### src/hw/rtl/urbd_pkg.sv
// ----------------------------------------------------------------------------
// urbd_pkg
// Shared types and constants of the serial receive buffer device.
// ----------------------------------------------------------------------------
package urbd_pkg;

  // Receive buffer geometry
  localparam int unsigned BUF_DEPTH = 32;
  localparam int unsigned BUF_AW    = $clog2(BUF_DEPTH);
  localparam int unsigned CNT_W     = $clog2(BUF_DEPTH + 1);
  localparam logic [CNT_W-1:0] BUF_DEPTH_C = CNT_W'(BUF_DEPTH);

  // Device window
  localparam logic [31:0] RESET_BASE  = 32'h0200_2000;
  localparam logic [15:0] IDENT_LEN   = 16'd7;
  localparam logic [31:0] IDENT_WORDS = 32'd4;

  // Configuration register indexes (paddr[2])
  localparam logic REG_BASE_IDX = 1'b0;

  // Item kinds
  typedef enum logic [1:0] {
    OP_READ  = 2'd0,
    OP_PEEK  = 2'd1,
    OP_WRITE = 2'd2,
    OP_LOAD  = 2'd3
  } op_e;

  // Identity words, two characters each, high byte first
  function automatic logic [15:0] ident_word(logic [2:0] off);
    logic [15:0] w;
    case (off)
      3'd1:    w = 16'h5359;
      3'd2:    w = 16'h5355;
      3'd3:    w = 16'h4152;
      3'd4:    w = 16'h5400;
      default: w = 16'h0000;
    endcase
    return w;
  endfunction

endpackage

### src/hw/rtl/uart_receive_buffer_device_core.sv
// ----------------------------------------------------------------------------
// uart_receive_buffer_device_core
// Memory-mapped serial device: identity header, receive buffer, transmit path.
// ----------------------------------------------------------------------------
//  channel   direction  content
//  s_axis    in         bus read / peek / write, or device-side load byte
//  m_axis    out        one result per item: read word, tx byte, irq flag
//  apb       in/out     base_address register at byte address 0
//
//  The buffer state is updated and the RAM is read at acceptance; the result
//  is formed from the registered RAM data as the item leaves the work stage.
//  Only one item is in the work stage at a time.
//  The output register lets the next item in while a result waits.
//  Reset is asynchronous; the buffer RAM itself is not cleared.
// ----------------------------------------------------------------------------
module uart_receive_buffer_device_core (
  input  logic        clk_i,
  input  logic        rst_ni,
  // input items
  input  logic        s_axis_tvalid_i,
  output logic        s_axis_tready_o,
  input  logic [47:0] s_axis_tdata_i,   // bus_address[31:0], data_word[47:32]
  input  logic        s_axis_tlast_i,   // load_last
  input  logic [2:0]  s_axis_tuser_i,   // op[1:0], load_empty[2]
  // result items
  output logic        m_axis_tvalid_o,
  input  logic        m_axis_tready_i,
  output logic [23:0] m_axis_tdata_o,   // read_data[15:0], tx_byte[23:16]
  output logic [1:0]  m_axis_tuser_o,   // tx_valid[0], irq_request[1]
  // configuration
  input  logic        psel,
  input  logic        penable,
  input  logic        pwrite,
  input  logic [2:0]  paddr,
  input  logic [31:0] pwdata,
  output logic [31:0] prdata,
  output logic        pready
);

  localparam int unsigned AW = urbd_pkg::BUF_AW;
  localparam int unsigned CW = urbd_pkg::CNT_W;

  // Configuration register
  logic [31:0] base_q;

  assign pready = 1'b1;
  assign prdata = (paddr[2] == urbd_pkg::REG_BASE_IDX) ? base_q : 32'd0;

  always_ff @(posedge clk_i or negedge rst_ni) begin
    if (!rst_ni) begin
      base_q <= urbd_pkg::RESET_BASE;
    end else if (psel && penable && pwrite && pready &&
                 paddr[2] == urbd_pkg::REG_BASE_IDX) begin
      base_q <= pwdata;
    end
  end

  // Input decode
  urbd_pkg::op_e op;
  logic [31:0]   bus_addr;
  logic [15:0]   data_word;
  logic          load_last;
  logic          load_empty;

  assign op         = urbd_pkg::op_e'(s_axis_tuser_i[1:0]);
  assign load_empty = s_axis_tuser_i[2];
  assign bus_addr   = s_axis_tdata_i[31:0];
  assign data_word  = s_axis_tdata_i[47:32];
  assign load_last  = s_axis_tlast_i;

  // Buffer state
  logic [CW-1:0] read_idx_q, read_idx_d;
  logic [CW-1:0] valid_cnt_q, valid_cnt_d;
  logic [CW-1:0] load_idx_q, load_idx_d;
  logic          load_act_q, load_act_d;

  // Work stage and output register
  logic          stg_valid_q;
  logic          stg_mem_q, stg_mem_d;
  logic [15:0]   stg_rconst_q, stg_rconst_d;
  logic          stg_txv_q, stg_txv_d;
  logic [7:0]    stg_txb_q, stg_txb_d;
  logic          stg_irq_q, stg_irq_d;

  logic          out_valid_q;
  logic [15:0]   out_rdata_q;
  logic          out_txv_q;
  logic [7:0]    out_txb_q;
  logic          out_irq_q;

  logic          accept;
  logic          advance;

  assign s_axis_tready_o = !stg_valid_q;
  assign accept  = s_axis_tvalid_i && s_axis_tready_o;
  assign advance = stg_valid_q && (!out_valid_q || m_axis_tready_i);

  // RAM ports
  logic          ram_we;
  logic [AW-1:0] ram_waddr;
  logic          ram_re;
  logic [7:0]    ram_rdata;

  // Address window
  logic          in_win;
  logic [31:0]   offset;

  assign in_win = bus_addr >= base_q;
  assign offset = bus_addr - base_q;

  // Item processing: state update, RAM access, result preparation
  logic [CW-1:0] load_eff;
  logic          load_wr;
  logic [CW-1:0] load_next;

  always_comb begin
    read_idx_d   = read_idx_q;
    valid_cnt_d  = valid_cnt_q;
    load_idx_d   = load_idx_q;
    load_act_d   = load_act_q;
    stg_mem_d    = 1'b0;
    stg_rconst_d = 16'd0;
    stg_txv_d    = 1'b0;
    stg_txb_d    = 8'd0;
    stg_irq_d    = 1'b0;
    ram_re       = 1'b0;

    load_eff  = load_act_q ? load_idx_q : '0;
    load_wr   = accept && op == urbd_pkg::OP_LOAD && !load_empty &&
                load_eff < urbd_pkg::BUF_DEPTH_C;
    load_next = load_eff + CW'(load_wr);
    ram_we    = load_wr;
    ram_waddr = load_eff[AW-1:0];

    case (op)
      urbd_pkg::OP_LOAD: begin
        if (load_empty) begin
          valid_cnt_d = '0;
          read_idx_d  = '0;
          load_idx_d  = '0;
          load_act_d  = 1'b0;
          stg_irq_d   = 1'b1;
        end else if (load_last) begin
          valid_cnt_d = load_next;
          read_idx_d  = '0;
          load_idx_d  = '0;
          load_act_d  = 1'b0;
          stg_irq_d   = 1'b1;
        end else begin
          load_idx_d  = load_next;
          load_act_d  = 1'b1;
        end
      end
      urbd_pkg::OP_WRITE: begin
        if (in_win && offset > urbd_pkg::IDENT_WORDS) begin
          stg_txv_d = 1'b1;
          stg_txb_d = data_word[7:0];
        end
      end
      urbd_pkg::OP_READ, urbd_pkg::OP_PEEK: begin
        if (!in_win) begin
          stg_rconst_d = 16'd0;
        end else if (offset == 32'd0) begin
          stg_rconst_d = urbd_pkg::IDENT_LEN;
        end else if (offset <= urbd_pkg::IDENT_WORDS) begin
          stg_rconst_d = urbd_pkg::ident_word(offset[2:0]);
        end else if (read_idx_q < valid_cnt_q &&
                     read_idx_q < urbd_pkg::BUF_DEPTH_C) begin
          stg_mem_d = 1'b1;
          ram_re    = accept;
          if (op == urbd_pkg::OP_READ) begin
            read_idx_d = read_idx_q + CW'(1);
          end
        end
      end
      default: begin
        stg_rconst_d = 16'd0;
      end
    endcase
  end

  urbd_ram #(
    .Depth (urbd_pkg::BUF_DEPTH),
    .Width (8)
  ) u_rx_store (
    .clk_i   (clk_i),
    .we_i    (ram_we),
    .waddr_i (ram_waddr),
    .wdata_i (data_word[7:0]),
    .re_i    (ram_re),
    .raddr_i (read_idx_q[AW-1:0]),
    .rdata_o (ram_rdata)
  );

  // Control state
  always_ff @(posedge clk_i or negedge rst_ni) begin
    if (!rst_ni) begin
      read_idx_q  <= '0;
      valid_cnt_q <= '0;
      load_idx_q  <= '0;
      load_act_q  <= 1'b0;
      stg_valid_q <= 1'b0;
      out_valid_q <= 1'b0;
    end else begin
      if (accept) begin
        read_idx_q  <= read_idx_d;
        valid_cnt_q <= valid_cnt_d;
        load_idx_q  <= load_idx_d;
        load_act_q  <= load_act_d;
      end
      if (accept) begin
        stg_valid_q <= 1'b1;
      end else if (advance) begin
        stg_valid_q <= 1'b0;
      end
      if (advance) begin
        out_valid_q <= 1'b1;
      end else if (m_axis_tready_i) begin
        out_valid_q <= 1'b0;
      end
    end
  end

  // Payload registers
  always_ff @(posedge clk_i) begin
    if (accept) begin
      stg_mem_q    <= stg_mem_d;
      stg_rconst_q <= stg_rconst_d;
      stg_txv_q    <= stg_txv_d;
      stg_txb_q    <= stg_txb_d;
      stg_irq_q    <= stg_irq_d;
    end
    if (advance) begin
      out_rdata_q <= stg_mem_q ? {8'd0, ram_rdata} : stg_rconst_q;
      out_txv_q   <= stg_txv_q;
      out_txb_q   <= stg_txb_q;
      out_irq_q   <= stg_irq_q;
    end
  end

  assign m_axis_tvalid_o = out_valid_q;
  assign m_axis_tdata_o  = {out_txb_q, out_rdata_q};
  assign m_axis_tuser_o  = {out_irq_q, out_txv_q};

  // Checks
  a_read_le_count: assert property (@(posedge clk_i) disable iff (!rst_ni)
    read_idx_q <= valid_cnt_q)
    else $error("read index passed fill count");

  a_count_le_depth: assert property (@(posedge clk_i) disable iff (!rst_ni)
    valid_cnt_q <= urbd_pkg::BUF_DEPTH_C && load_idx_q <= urbd_pkg::BUF_DEPTH_C)
    else $error("buffer count beyond depth");

  a_one_in_flight: assert property (@(posedge clk_i) disable iff (!rst_ni)
    accept |=> !s_axis_tready_o)
    else $error("item accepted while work stage busy");

  a_tx_irq_excl: assert property (@(posedge clk_i) disable iff (!rst_ni)
    out_valid_q |-> !(out_txv_q && out_irq_q))
    else $error("tx and irq in one result");

  a_no_rd_on_load: assert property (@(posedge clk_i) disable iff (!rst_ni)
    !(ram_we && ram_re))
    else $error("RAM read and write in one cycle");

endmodule

### src/hw/rtl/urbd_ram.sv
// ----------------------------------------------------------------------------
// urbd_ram
// Single-port-write, single-port-read synchronous RAM with a registered read port.
// ----------------------------------------------------------------------------
module urbd_ram #(
  parameter int unsigned Depth = 32,
  parameter int unsigned Width = 8,
  parameter int unsigned AddrW = $clog2(Depth)
) (
  input  logic             clk_i,
  input  logic             we_i,
  input  logic [AddrW-1:0] waddr_i,
  input  logic [Width-1:0] wdata_i,
  input  logic             re_i,
  input  logic [AddrW-1:0] raddr_i,
  output logic [Width-1:0] rdata_o
);

  logic [Width-1:0] mem_q [Depth];
  logic [Width-1:0] rdata_q;

  // Write port
  always_ff @(posedge clk_i) begin
    if (we_i) begin
      mem_q[waddr_i] <= wdata_i;
    end
  end

  // Registered read port
  always_ff @(posedge clk_i) begin
    if (re_i) begin
      rdata_q <= mem_q[raddr_i];
    end
  end

  assign rdata_o = rdata_q;

endmodule
### config.mk
export PLATFORM = sky130hd
export DESIGN_NAME = uart_receive_buffer_device_core
export DESIGN_NICKNAME = d
export VERILOG_FILES = /design/src/hw/rtl/urbd_pkg.sv /design/src/hw/rtl/uart_receive_buffer_device_core.sv /design/src/hw/rtl/urbd_ram.sv
export SDC_FILE = /design/constraint.sdc
export NUM_CORES = 1
export LEC_CHECK = 0
export ABC_AREA = 1
export BUFFER_PORTS_ARGS = -buffer_cell sky130_fd_sc_hd__buf_4
export CORE_MARGIN = 2
export CORE_UTILIZATION = 55
export CTS_CLUSTER_SIZE = 24
export DETAILED_ROUTE_END_ITERATION = 8
export GPL_TIMING_DRIVEN = 0
export PLACE_DENSITY = 0.77
export SYNTH_ARGS = -nofsm -noshare
export SYNTH_HDL_FRONTEND = slang
export SYNTH_HIERARCHICAL = 1
export SYNTH_SLANG_ARGS = --single-unit
### constraint.sdc
create_clock -name clk_i -period 3.3 [get_ports clk_i]
set_clock_uncertainty 0.1 [all_clocks]
set_input_delay 0.495 -clock clk_i [delete_from_list [all_inputs] [get_ports clk_i]]
set_output_delay 0.495 -clock clk_i [all_outputs]
set_load 0.01 [all_outputs]
==> impl_metrics.csv, run 1 <==
group,metric,value,unit
status,status,"complete, no violations",
pwr,p_sw_share,35.1,%
logic_synthesis,synth_common_cells,"nand2_1, edfxtp_1, nand3_1",
detailed_routing,wire_per_inst,18.0,um
run,drv_cap,0,
detailed_routing,routed_wl,48.8,mm
logic_synthesis,synth_area,0.0183,mm^2
detailed_routing,via_per_inst,5.51,
cells_and_area,utilization,65.6,%
place,gp_congestion,0.915,
logic_synthesis,synth.distinct_cells,41,
floorplanning,die_x,186,um
logic_synthesis,synth_edf_count,307,
pwr,seq_power_share,37.3,%
logic_synthesis,synthTopCellsByArea,"edfxtp_1, nand2_1, nand3_1",
global_route,grt_pass1_wl,74.6,mm
global_route,grt_max_degree,54,
floorplanning,die_area,0.0347,mm^2
timing,maxSlewHeadroom,49.4,%
logic_synthesis,synthCells,2055,
worst_setup_path,crit_path_cell_trace,"inv_1 -> nand2_1 -> nor2_1 -> inv_1 -> nor3_2 -> nand3_2 -> nor2_2",
cts,clock_sinks,360,
worst_setup_path,start_kind,"flip-flop",
cells_and_area,diodes,0,
cells_and_area,drive_gt1_share,16.1,%
timing,slew_viol_final,0,
worst_setup_path,cp.required,3380,ps
logic_synthesis,synth_seq_cells,360,
pwr,internal-power,0.00909,W
timing,rsz0062_at_grt,"true",
pwr,ir_worst_vdd,399,uV
logic_synthesis,yosysMostFrequentCell,"nand2_1",
logic_synthesis,yosysWarnings,6,
timing,finalSetupViolCount,0,
pwr,power.clock.fraction,29.6,%
floorplanning,rows,66,
detailed_routing,first_iter_violations,1599,
cts,clkTransAtPathRegs,60,ps
cts,cts_buffers,38,
logic_synthesis,synth_ff_type,"edfxtp_1",
logic_synthesis,yosys.area.top_type,"edfxtp_1",
detailed_routing,dr.pass1.iters,6,
logic_synthesis,syn_avg_cell_area,8.90,um^2
timing,worstMarginPinSlew,759,ps
timing,fmax,314,MHz
cells_and_area,final_net_count,2375,
worst_setup_path,crit_path_max_fanout,8,
worst_setup_path,crit_slowest_cell,"nor2_2",
cts,clockRootBuffer,"clkbuf_16",
global_route,antenna_found_initial,0,
place,post-place-ws,-666,ps
pwr,powerDensity,654,mW/mm^2
logic_synthesis,synthArstFlopShare,14.7,%
worst_setup_path,path_common_cell,"inv_1",
place,portBuffers,139,
pwr,switching_power,0.00491,W
pwr,comb_power_share,33.1,%
cts,htreeDepth,2,
floorplanning,initial_utilization,56.1,%
worst_setup_path,max_stage_delay,580,ps
place,dp_hpwl,34.3,mm
logic_synthesis,synth_top_area_share,50.4,%
logic_synthesis,synth-seq-area-share,57.6,%
timing,hold_viol_final,0,
floorplanning,core,0.0326,mm^2
pwr,fin_total_pwr,0.0140,W
worst_setup_path,cpLargestDelayFamily,"simple AND/OR/NAND/NOR gates",
global_route,grt_pass1_vias,13632,
worst_setup_path,critical_path_class,"flip-flop to flip-flop",
timing,min_period,3180,ps
cts,worst_skew_pair.late_latency,540,ps
global_route,grt_use_total,27.5,%
worst_hold_path,hold_path_class,"primary input to flip-flop",
pwr,leakagePower,9.55,nW
detailed_routing,final_antenna_net_count,0,
worst_setup_path,critical_path.endpoint_type,"flip-flop",
floorplanning,die_h,186,um
timing,final.setup.worst_slack,116,ps
detailed_routing,drc,0,
global_route,overflow,0,
detailed_routing,vias,14907,
cts,clockBufferDepth,3,
cts,cts_tree,"yes",
worst_setup_path,arrival,3270,ps
cells_and_area,areaGrowthSynthToFinish,16.9,%
worst_setup_path,critical_path_buf_inv_count,2,
floorplanning,io_pins,155,
timing,fin_crit_sh,96.5,%
timing,worst_hold_slack,101,ps
[power groups by stage]
stage               Sequential [W]  Combinational, W  Clock [W]
floorplan                  0.00531           0.00305          0
global placement           0.00531           0.00431          0
detailed placement         0.00531           0.00442          0
CTS                        0.00522           0.00446    0.00416
global route               0.00524           0.00507    0.00435
finish                     0.00522           0.00464    0.00414
[final timing paths]
kind | from | endpoint | slack (ps) | cells past startpoint
max in group asynchronous | rst_ni | read_idx_q[0] | 2140 | 2
setup / recovery | stg_valid_q | u_rx_store/mem_q[18][1] | 120 | 7
min in group asynchronous | rst_ni | base_q[17] | 470 | 2
hold / removal | pwdata[17] | base_q[17] | 100 | 3
hold reg to reg | stg_txb_q[1] | out_txb_q[1] | 320 | 0
setup reg to reg | stg_valid_q | u_rx_store/mem_q[18][1] | 120 | 7
[per-stage QoR]
step	cells	area, um^2	setup TNS (ps)
6_report	2707	21400	0
5_1_grt	2707	21400	-603
4_1_cts	2705	21200	-11770
3_5_place_dp	2639	19900	-36330
3_3_place_gp	2638	19900	-15930
2_1_floorplan	2057	18300	0
[layout make-up]
class	count	area [um^2]
plain buffers	70	507
clock buffers	50	1040
clock inverters	15	156
fillers	2606	11200
inverters	256	961
multi-input cells	1371	6530
flip-flops and latches	360	10500
well taps	442	553
repair buffers	143	1110
[cell usage in the layout, fill, tap and decap left out, drive strengths merged, types with 3 or more instances in the layout]
cell type	netlist	routed
a21oi	56	56
and2	3	3
buf	52	194
clkbuf	18	68
clkinv	2	13
conb	2	4
dfrtp	51	51
edfxtp	307	307
ha	40	40
inv	254	254
nand2	741	741
nand3	271	271
nand3b	5	5
nand4	20	20
nor2	187	187
nor3	10	10
nor4	3	3
o21ai	10	10
o22ai	6	6
xor2	5	5
[state kept, by name, indices dropped and copies added, names as in the netlist]
signal,count
out_txb_q,8
valid_cnt_q,6
out_txv_q,1
load_idx_q,6
out_irq_q,1
read_idx_q,6
stg_txb_q,8
stg_rconst_q,9
load_act_q,1
stg_irq_q,1
u_rx_store/rdata_o,8
u_rx_store/mem_q,256
stg_txv_q,1
stg_mem_q,1
base_q,32
out_rdata_q,13
stg_valid_q,1
m_axis_tvalid_o,1
[timing repair]
action | in CTS | in global routing
endpoints found under the hold margin | 51 | 0
gates resized for setup | 21 | 46
buffers inserted | 0 | 2
hold buffers | 1 | 0
setup endpoints to repair | 228 | 289
pin swaps | 0 | 6
cloned | 0 | 0
[layer usage]
metal | vias up | track usage [%] | routed length (um)
met5 | - | 0 | 0
met2 | 775 | 42.4 | 21800
li1 | 7048 | - | -
met3 | 105 | 4.18 | 5060
met1 | 6979 | 40.8 | 20900
met4 | 0 | 7.29 | 1060
[worst min-delay path, stage by stage]
cell and delay, ps:
buf_4 80, nor2_1 30, a21oi_1 100
[cell families after synthesis]
logic type / synth area share (%)
AO/OA/AOI/OAI: 2.36
XOR/XNOR: 0.287
adder cells (fa/ha/maj): 2.84
buffers and inverters: 8.02
flip-flops: 57.6
other: 0.0410
AND/OR/NAND/NOR: 28.8
No activity file was read; power rests on OpenSTA's default activity.
==> run 2, diff against run 1 <==
Settings changed: SETUP_SLACK_MARGIN from default to 0.4.
==> impl_metrics.csv, run 2 (synthesized netlist as in run 1, its figures left out) <==
group,metric,value,unit
worst_setup_path,worstReg2RegStart,"base_q[7]",
pwr,powerDensity,633,mW/mm^2
cts,clockRootBuffer,"clkbuf_16",
pwr,ir_worst_vdd,428,uV
worst_hold_path,hold_path_class,"primary input to flip-flop",
cells_and_area,final_common_cell,"nand2_1",
detailed_routing,vias,15233,
cells_and_area,fillers,2380,
global_route,overflow,0,
cells_and_area,design_area,0.0225,mm^2
timing,maxSlewHeadroom,51.6,%
floorplanning,initial_utilization,56.1,%
cells_and_area,multi_input_area,0.00739,mm^2
cells_and_area,layout_common_cells,"nand2_1, edfxtp_1, nand3_1",
cts,cts_tree,"yes",
place,portBuffers,139,
timing,final.setup.worst_slack,303,ps
place,dp_hpwl,34.3,mm
floorplanning,die_area,0.0347,mm^2
worst_setup_path,cp.required,3610,ps
worst_setup_path,crit_path_max_fanout,6,
cts,clock_sinks,360,
cts,cts_buffers,37,
run,drv_cap,0,
worst_setup_path,critical_path.endpoint_type,"flip-flop",
detailed_routing,via_per_inst,5.57,
timing,rsz0062_at_grt,"true",
floorplanning,die_x,186,um
pwr,leakagePower,9.84,nW
cts,htreeDepth,2,
cells_and_area,reg_top3,"u_rx_store/mem_q (256), base_q (32), out_rdata_q (13)",
worst_setup_path,arrival,3310,ps
timing,worst_hold_slack,110,ps
pwr,fin_total_pwr,0.0142,W
cells_and_area,largest_register_ffs,256,
cells_and_area,regMostFlops,"u_rx_store/mem_q",
timing,worstMarginPinSlew,725,ps
cells_and_area,diodes,0,
cells_and_area,areaGrowthSynthToFinish,23.0,%
worst_setup_path,r2r-end,"read_idx_q[3]",
detailed_routing,dr.pass1.iters,8,
cts,clkTransAtPathRegs,70,ps
place,gp_congestion,0.950,
worst_setup_path,start_kind,"flip-flop",
cells_and_area,seqCellArea,0.0105,mm^2
timing,min_period,3000,ps
worst_setup_path,r2r_slack,300,ps
global_route,grt_pass1_vias,13953,
timing,fin_crit_sh,90.8,%
timing,hold_viol_final,0,
timing,fmax,334,MHz
detailed_routing,first_iter_violations,1883,
detailed_routing,routed_wl,50.7,mm
detailed_routing,final_antenna_net_count,0,
floorplanning,die_h,186,um
floorplanning,rows,66,
worst_setup_path,rr_worst_depth,17,
cells_and_area,drive_gt1_share,21.6,%
worst_hold_path,hold_path_startpoint,"pwdata[22]",
status,status,"complete, no violations",
cells_and_area,final_net_count,2399,
timing,finalSetupViolCount,0,
detailed_routing,drc,0,
worst_hold_path,holdPathEnd,"base_q[22]",
global_route,grt_max_degree,54,
floorplanning,io_pins,155,
global_route,grt_use_total,27.7,%
cts,clockBufferDepth,3,
detailed_routing,wire_per_inst,18.5,um
cts,worst_skew_pair.late_latency,540,ps
timing,slew_viol_final,0,
place,place_area,0.0199,mm^2
global_route,antenna_found_initial,0,
cells_and_area,utilization,69.0,%
worst_hold_path,whs_path_depth,3,
global_route,grt_pass1_wl,75.4,mm
place,post-place-ws,-375,ps
worst_setup_path,critical_path_class,"flip-flop to flip-flop",
floorplanning,core,0.0326,mm^2
## run 2: metal layers
metal / track usage [%] / wire length [um]
met5: 0 / 0
met3: 5.15 / 5330
met2: 43.8 / 23300
met1: 39.9 / 20900
met4: 6.95 / 1170
## run 2: how the worst max path moves through the flow
stage	start	endpoint	slack, ps	depth (start not counted)
2_1_floorplan	s_axis_tdata_i[0]	u_rx_store/rdata_o[0]	400	20
3_5_place_dp	s_axis_tvalid_i	u_rx_store/mem_q[10][6]	-370	7
4_1_cts	base_q[0]	stg_rconst_q[12]	390	18
3_3_place_gp	s_axis_tvalid_i	u_rx_store/mem_q[10][3]	-270	7
5_1_grt	base_q[13]	stg_rconst_q[12]	140	19
6_report	base_q[7]	read_idx_q[3]	300	17
## run 2: worst max-delay path, stage by stage, from the launching register on
cell and delay (ps):
dfrtp_1 370, inv_1 130, ha_4 250, nand2_2 110, inv_1 100, nand2_1 90
nand2_1 70, nand2_1 120, nand3_2 130, buf_4 160, a21oi_1 180, nand3_2 140
nor3_2 350, nand3_4 170, nand3_1 130, nand2_2 90, nand3_1 100, nand2_1 70
## run 2: through the flow
step / cells / TNS, ps
2_1_floorplan: 2057 / 0
3_3_place_gp: 2638 / -35730
3_5_place_dp: 2639 / -52670
4_1_cts: 2715 / 0
5_1_grt: 2735 / 0
6_report: 2735 / 0
## run 2: area by class of cell
| type | instances | share of cell area, % |
|---|---|---|
| Clock inverter | 25 | 0.784 |
| Timing Repair Buffer | 167 | 6.19 |
| Buffer | 70 | 2.25 |
| Sequential cell | 360 | 46.9 |
| Clock buffer | 43 | 4.31 |
| Inverter | 256 | 4.27 |
| Multi-Input combinational cell | 1372 | 32.9 |
| Tap cell | 442 | 2.46 |
## run 2: power breakdown
group / leakage [nW] / internal, W / switching (W) / total [W]
Sequential: 3.42 / 0.00514 / 0.0000804 / 0.00522
Clock: 0.554 / 0.00221 / 0.00177 / 0.00398
Combinational: 5.87 / 0.00176 / 0.00328 / 0.00504
## run 2: timing repair
action,in CTS,in global routing
hold buffers,1,0
gates resized for setup,119,143
cloned,0,1
setup buffers,7,19
endpoints found under the setup margin,293,291
pin swaps,13,48
hold endpoints to repair,51,0
